[config.mk]
export PLATFORM = sky130hd
export DESIGN_NAME = sync_word_deframer
export DESIGN_NICKNAME = d
export VERILOG_FILES = /design/src/sv/swd_pkg.sv /design/src/sv/swd_core.sv /design/src/sv/sync_word_deframer.sv
export SDC_FILE = /design/constraint.sdc
export NUM_CORES = 1
export LEC_CHECK = 0
export ABC_CLOCK_PERIOD_IN_PS = 3300
export BUFFER_PORTS_ARGS = -buffer_cell sky130_fd_sc_hd__buf_4
export CAP_MARGIN = 0
export CORE_MARGIN = 8
export CORE_UTILIZATION = 51
export DETAILED_ROUTE_END_ITERATION = 6
export GPL_TIMING_DRIVEN = 0
export PLACE_DENSITY = 0.76
export REMOVE_ABC_BUFFERS = 1
export SETUP_SLACK_MARGIN = 0.05
export SLEW_MARGIN = 25
export SYNTH_ARGS = -nofsm -noshare
export SYNTH_HDL_FRONTEND = slang
export SYNTH_SLANG_ARGS = --single-unit
[constraint.sdc]
create_clock -name clk -period 3.3 [get_ports clk]
set_input_delay 0.33 -clock clk [delete_from_list [all_inputs] [get_ports clk]]
set_output_delay 0.33 -clock clk [all_outputs]
set_load 0.02 [all_outputs]
[src/sv/swd_pkg.sv]
`default_nettype none
package swd_pkg;

	localparam int unsigned CFG_IDX_W = 2;

	localparam logic [CFG_IDX_W-1:0] REG_SYNC_WORD    = 2'd0;
	localparam logic [CFG_IDX_W-1:0] REG_GROUP_LENGTH = 2'd1;

	localparam logic [31:0] SYNC_WORD_RST    = 32'hDEAD_BEEF;
	localparam logic [3:0]  GROUP_LENGTH_RST = 4'd3;

	localparam logic [2:0] SKIP_BYTES = 3'd4;
	localparam logic [1:0] PAIR_BYTES = 2'd2;

	typedef struct packed {
		logic [15:0] element;
		logic        end_of_line;
	} swd_result_t;

endpackage
`default_nettype wire

[src/sv/swd_core.sv]
`default_nettype none
module swd_core (
	input  wire logic               clk,
	input  wire logic               arst_n,
	input  wire logic               step,
	input  wire logic [7:0]         rx_byte,
	input  wire logic [31:0]        sync_word,
	input  wire logic [3:0]         group_length,
	output logic                    emit,
	output swd_pkg::swd_result_t    result
);
	import swd_pkg::*;

	logic [31:0] window_q;
	logic        synced_q;
	logic [2:0]  align_q;
	logic [1:0]  pair_q;
	logic [3:0]  group_q;

	logic [31:0] window_n;
	logic        hit;
	logic        synced_n;
	logic [2:0]  align_b, align_n;
	logic [1:0]  pair_b, pair_n;
	logic [3:0]  group_b, group_n;
	logic        last;

	always_comb begin
		window_n = {window_q[23:0], rx_byte};
		hit      = (window_n == sync_word);
		synced_n = synced_q | hit;
		align_b  = hit ? 3'd0 : align_q;
		pair_b   = hit ? PAIR_BYTES : pair_q;
		group_b  = hit ? 4'd1 : group_q;
		last     = !(group_b < group_length);

		align_n = align_b;
		pair_n  = pair_b;
		group_n = group_b;
		emit    = 1'b0;
		if (synced_n) begin
			if (align_b != SKIP_BYTES) begin
				align_n = align_b + 3'd1;
			end else if (pair_b != PAIR_BYTES) begin
				pair_n = pair_b + 2'd1;
			end else begin
				emit    = 1'b1;
				pair_n  = 2'd1;
				group_n = last ? 4'd1 : group_b + 4'd1;
			end
		end

		result.element     = window_n[31:16];
		result.end_of_line = last;
	end

	always_ff @(posedge clk or negedge arst_n) begin
		if (!arst_n) begin
			window_q <= '0;
			synced_q <= 1'b0;
			align_q  <= '0;
			pair_q   <= '0;
			group_q  <= '0;
		end else if (step) begin
			window_q <= window_n;
			synced_q <= synced_n;
			align_q  <= align_n;
			pair_q   <= pair_n;
			group_q  <= group_n;
		end
	end

	a_align_bound: assert property (@(posedge clk) disable iff (!arst_n)
		align_q <= SKIP_BYTES)
		else $error("align count past skip length");

	a_pair_set: assert property (@(posedge clk) disable iff (!arst_n)
		synced_q |-> (pair_q == 2'd1 || pair_q == PAIR_BYTES))
		else $error("pair phase invalid after sync");

	a_emit_aligned: assert property (@(posedge clk) disable iff (!arst_n)
		(step && emit && !hit) |-> (synced_q && align_q == SKIP_BYTES
			&& pair_q == PAIR_BYTES))
		else $error("element emitted out of alignment");

	a_no_emit_on_sync: assert property (@(posedge clk) disable iff (!arst_n)
		hit |-> !emit)
		else $error("element emitted on sync byte");

endmodule
`default_nettype wire

[src/sv/sync_word_deframer.sv]
`default_nettype none
// channel  | direction | handshake                  | payload
// s_axis   | in        | s_axis_tvalid/s_axis_tready | tdata[7:0] rx_byte
// m_axis   | out       | m_axis_tvalid/m_axis_tready | tdata[15:0] element, tlast end_of_line
// cfg      | in        | cfg_valid/cfg_ready         | cfg_index, cfg_data
//
// One byte per cycle sustained while m_axis is not stalled; a byte's element reaches
// m_axis via the input register, single-pass state update, then one output register.
// Stall on m_axis holds the output register and the input register; s_axis
// stays ready while the input register is empty or moving.
// arst_n clears all control state; registers reset to 0xDEADBEEF and 3.
module sync_word_deframer (
	input  wire logic                          clk,
	input  wire logic                          arst_n,
	input  wire logic                          s_axis_tvalid,
	output logic                               s_axis_tready,
	input  wire logic [7:0]                    s_axis_tdata,  // [7:0] rx_byte
	output logic                               m_axis_tvalid,
	input  wire logic                          m_axis_tready,
	output logic [15:0]                        m_axis_tdata,  // [15:0] element
	output logic                               m_axis_tlast,
	input  wire logic                          cfg_valid,
	output logic                               cfg_ready,
	input  wire logic [swd_pkg::CFG_IDX_W-1:0] cfg_index,
	input  wire logic [31:0]                   cfg_data
);
	import swd_pkg::*;

	logic        byte_valid_s1;
	logic [7:0]  byte_s1;
	logic        out_valid_q;
	swd_result_t out_q;
	logic [31:0] sync_word_q;
	logic [3:0]  group_length_q;

	logic        advance;
	logic        step;
	logic        emit;
	swd_result_t result;

	assign advance       = !out_valid_q || m_axis_tready;
	assign step          = byte_valid_s1 && advance;
	assign s_axis_tready = !byte_valid_s1 || advance;
	assign cfg_ready     = 1'b1;

	assign m_axis_tvalid = out_valid_q;
	assign m_axis_tdata  = out_q.element;
	assign m_axis_tlast  = out_q.end_of_line;

	always_ff @(posedge clk or negedge arst_n) begin
		if (!arst_n) begin
			sync_word_q    <= SYNC_WORD_RST;
			group_length_q <= GROUP_LENGTH_RST;
		end else if (cfg_valid) begin
			unique case (cfg_index)
				REG_SYNC_WORD:    sync_word_q    <= cfg_data;
				REG_GROUP_LENGTH: group_length_q <= cfg_data[3:0];
				default: ;
			endcase
		end
	end

	always_ff @(posedge clk or negedge arst_n) begin
		if (!arst_n) begin
			byte_valid_s1 <= 1'b0;
		end else if (s_axis_tvalid && s_axis_tready) begin
			byte_valid_s1 <= 1'b1;
		end else if (advance) begin
			byte_valid_s1 <= 1'b0;
		end
	end

	always_ff @(posedge clk) begin
		if (s_axis_tvalid && s_axis_tready) begin
			byte_s1 <= s_axis_tdata;
		end
	end

	always_ff @(posedge clk or negedge arst_n) begin
		if (!arst_n) begin
			out_valid_q <= 1'b0;
		end else if (advance) begin
			out_valid_q <= step && emit;
		end
	end

	always_ff @(posedge clk) begin
		if (step && emit) begin
			out_q <= result;
		end
	end

	swd_core u_core (
		.clk          (clk),
		.arst_n       (arst_n),
		.step         (step),
		.rx_byte      (byte_s1),
		.sync_word    (sync_word_q),
		.group_length (group_length_q),
		.emit         (emit),
		.result       (result)
	);

	a_out_from_s1: assert property (@(posedge clk) disable iff (!arst_n)
		$rose(out_valid_q) |-> $past(byte_valid_s1))
		else $error("output appeared without a byte in the input register");

	a_s1_held: assert property (@(posedge clk) disable iff (!arst_n)
		(byte_valid_s1 && !advance) |=> (byte_valid_s1 && $stable(byte_s1)))
		else $error("input register lost a byte while stalled");

endmodule
`default_nettype wire
==> impl_metrics.toml <==
[outcome]
status = "complete, no violations"

[worst_setup_path]
worstPathCellList = "xnor2_1 > nand4_1 > nor4_4 > nand2_4 > nand2_1 > ha_1 > and3_4 > nand3b_1 > nand2b_4 > nand3b_1 > or4_1 > nand3_1"
crit_top_cell = "nand3b_1"
required_ps = 3600
cp.arrival_ps = 3470
crit_path_start_kind = "flop"
crit_path_max_incr_delay_ps = 550
slowest_stage = "dfstp_2"
cp_max_fo = 11
crit_path_end_kind = "flop"
path_class = "reg2reg"

[clock_tree]
clock_latency_ps = 360
htreeDepth = 3
cts_sinks = 97
numCtsBuffers = 9
ctsRootBufferMaster = "clkbuf_8"
clockBufferDepth = 2
clk_pin_slew_ps = 100
cts_tree = "done"

[detailed_routing]
dr_total_vias = 2721
routedWlPerCell_um = 16.5
wl_mm = 8.62
dr.first_iter.drc_count = 103
ant_nets = 0
drc = 0
routed_via_density = 5.20
drt_pass1_iterations = 4

[synthesis]
ys_async_sr_fraction_pct = 74.2
synth_edf_count = 25
synth_area_per_cell_sq_um = 12.5
synthesis.area_sq_um = 4200
seq_area_frac_synth_pct = 61.6
yosys_warnings = 0
synth_ff_type = "dfrtp_1"
synthDistinctLibCells = 42
synth-seq-cells = 97
postSynthCellCount = 337

[job]
drv_cap = 0

[layout]
synthToLayoutAreaGrowth_pct = 21.3
fin_util_pct = 62.9
layout_common_cells = "nand2_1 (76), buf_4 (76), dfrtp_1 (46)"
num_antenna_cells = 0
finalInstanceArea_sq_um = 5090
nNetsFinal = 465
stdcell_count = 523
nFillCells = 662
drive_gt1_share_pct = 35.9

[grt]
grt_max_degree = 73
grt_pass1_vias = 2783
grt.overflow.total = 0
antenna_found_initial = 0
grt_usage_pct = 15.3
grt_pass1_wl_mm = 13.6

[timing]
finalSetupViolations = 0
fmax_ghz = 0.315
worst_pin_slew_ps = 913
fin_ws_ps = 129
slew_viol_final = 0
fin_tns_setup_ps = 0
fin_crit_sh_pct = 96.1
hold-worst-slack_ps = 78.4
finalClockSkew_ps = 13.0
slew_headroom_pct = 39.1
hold_viol_final = 0
rsz0062_at_grt = "true"
period_minus_slack_ps = 3170

[floorplan]
die_w_um = 107
die_h_um = 107
die-area_sq_um = 11400
initial_utilization_pct = 51.9
core.rowCount = 33
boundaryPins = 67
coreArea_sq_um = 8090

[power]
power_density_nw_per_um2 = 560
ir_worst_vdd_mv = 0.283
total_power_mw = 2.85
p_leak_nw = 2.28

[placed_design]
place_area_sq_um = 4820
io_buffers = 65
dp_slack_ps = -254
routabilityCongestion = 0.839
post-dp-hpwl_mm = 5.98
dp.cells = 500

[min_path]
hp-class = "in2async"
logic make-up (layout without fill, tap and decap cells):
kind of cell,count (synthesis),in the layout,share of synthesized area (%)
AND/OR/NAND/NOR,119,119,13.8
flip-flops,97,97,61.6
multiplexers,38,38,10.2
XOR/XNOR,32,32,6.68
AO/OA/AOI/OAI,24,24,3.97
buffers and inverters,20,101,1.94
adder cells (fa/ha/maj),6,6,1.73
other,1,1,0.0894
area by class of cell:
type	instances	area, sq um	area share, %
sequential	97	2580	50.8
multi-input combinational	220	1580	31.1
timing repair buffer	77	582	11.4
tap	105	131	2.58
clock buffer	9	124	2.43
clock inverter	7	56.3	1.11
inverter	8	30.0	0.590
sequential cells by signal (all words and copies together), names as in the netlist:
register	count
byte_s1	8
m_axis_tdata	16
m_axis_tlast	1
sync_word_q	32
u_core.align_q	3
byte_valid_s1	1
group_length_q	4
m_axis_tvalid	1
u_core.window_q	24
u_core.pair_q	2
u_core.group_q	4
u_core.synced_q	1
metal layers:
| metal | vias up | global-route usage (%) | routed length (um) |
|---|---|---|---|
| li1 | 1305 | - | - |
| met1 | 1301 | 19.2 | 3740 |
| met2 | 101 | 24.4 | 4160 |
| met5 | - | 0 | 0 |
| met4 | 0 | 7.64 | 197 |
| met3 | 14 | 3.60 | 523 |
synthesized netlist by cell type, drive strengths merged, types with 2 or more instances:
library cell	number	area (sq um)
a21o	5	37.5
a21oi	5	25.0
and2	5	31.3
and3	3	18.8
buf	4	21.3
clkbuf	8	30.0
dfrtp	46	1150
dfstp	26	683
edfxtp	25	751
ha	5	62.6
inv	8	30.0
mux2	37	417
nand2	78	293
nand2b	6	37.5
nand3	3	15.0
nand3b	5	37.5
nand4	8	50.1
nor2	3	11.3
nor4	3	48.8
o21ai	5	25.0
or4	2	15.0
xnor2	32	280
power breakdown:
part / internal, mW / switching [mW] / leakage, nW
Sequential: 1.46 / 0.144 / 1.07
Clock: 0.286 / 0.431 / 0.0914
Combinational: 0.289 / 0.243 / 1.12
path summary, 6_finish.rpt:
path | startpoint | to | slack, ps | depth (start not counted)
setup reg to reg | sync_word_q[18]$_DFFE_PN1P_ | u_core.group_q[2]$_DFFE_PN0P_ | 130 | 12
setup / recovery | sync_word_q[18]$_DFFE_PN1P_ | u_core.group_q[2]$_DFFE_PN0P_ | 130 | 12
min in group clk | s_axis_tdata[2] | byte_s1[2]$_DFFE_PP_ | 130 | 1
hold reg to reg | u_core.align_q[1]$_DFFE_PN0P_ | u_core.align_q[1]$_DFFE_PN0P_ | 490 | 1
hold / removal | arst_n | group_length_q[3]$_DFFE_PN0P_ | 80 | 1
max in group asynchronous | arst_n | sync_word_q[17]$_DFFE_PN0P_ | 2610 | 1
critical path, delay by kind of cell, from the launching register on:
family / cells / cell delay [ps]
adders and majority gates: 1 / 200
and+or+nand+nor: 10 / 2230
DFF: 1 / 550
xor gates and xnor gates: 1 / 110
what timing repair did:
action	4_1_cts	5_1_grt
setup endpoints to repair	22	18
setup buffers	2	5
resized for setup	5	5
pin swaps	2	3
hold buffers	0	0
hold endpoints to repair	0	0
(Power assumes the default switching activity.)
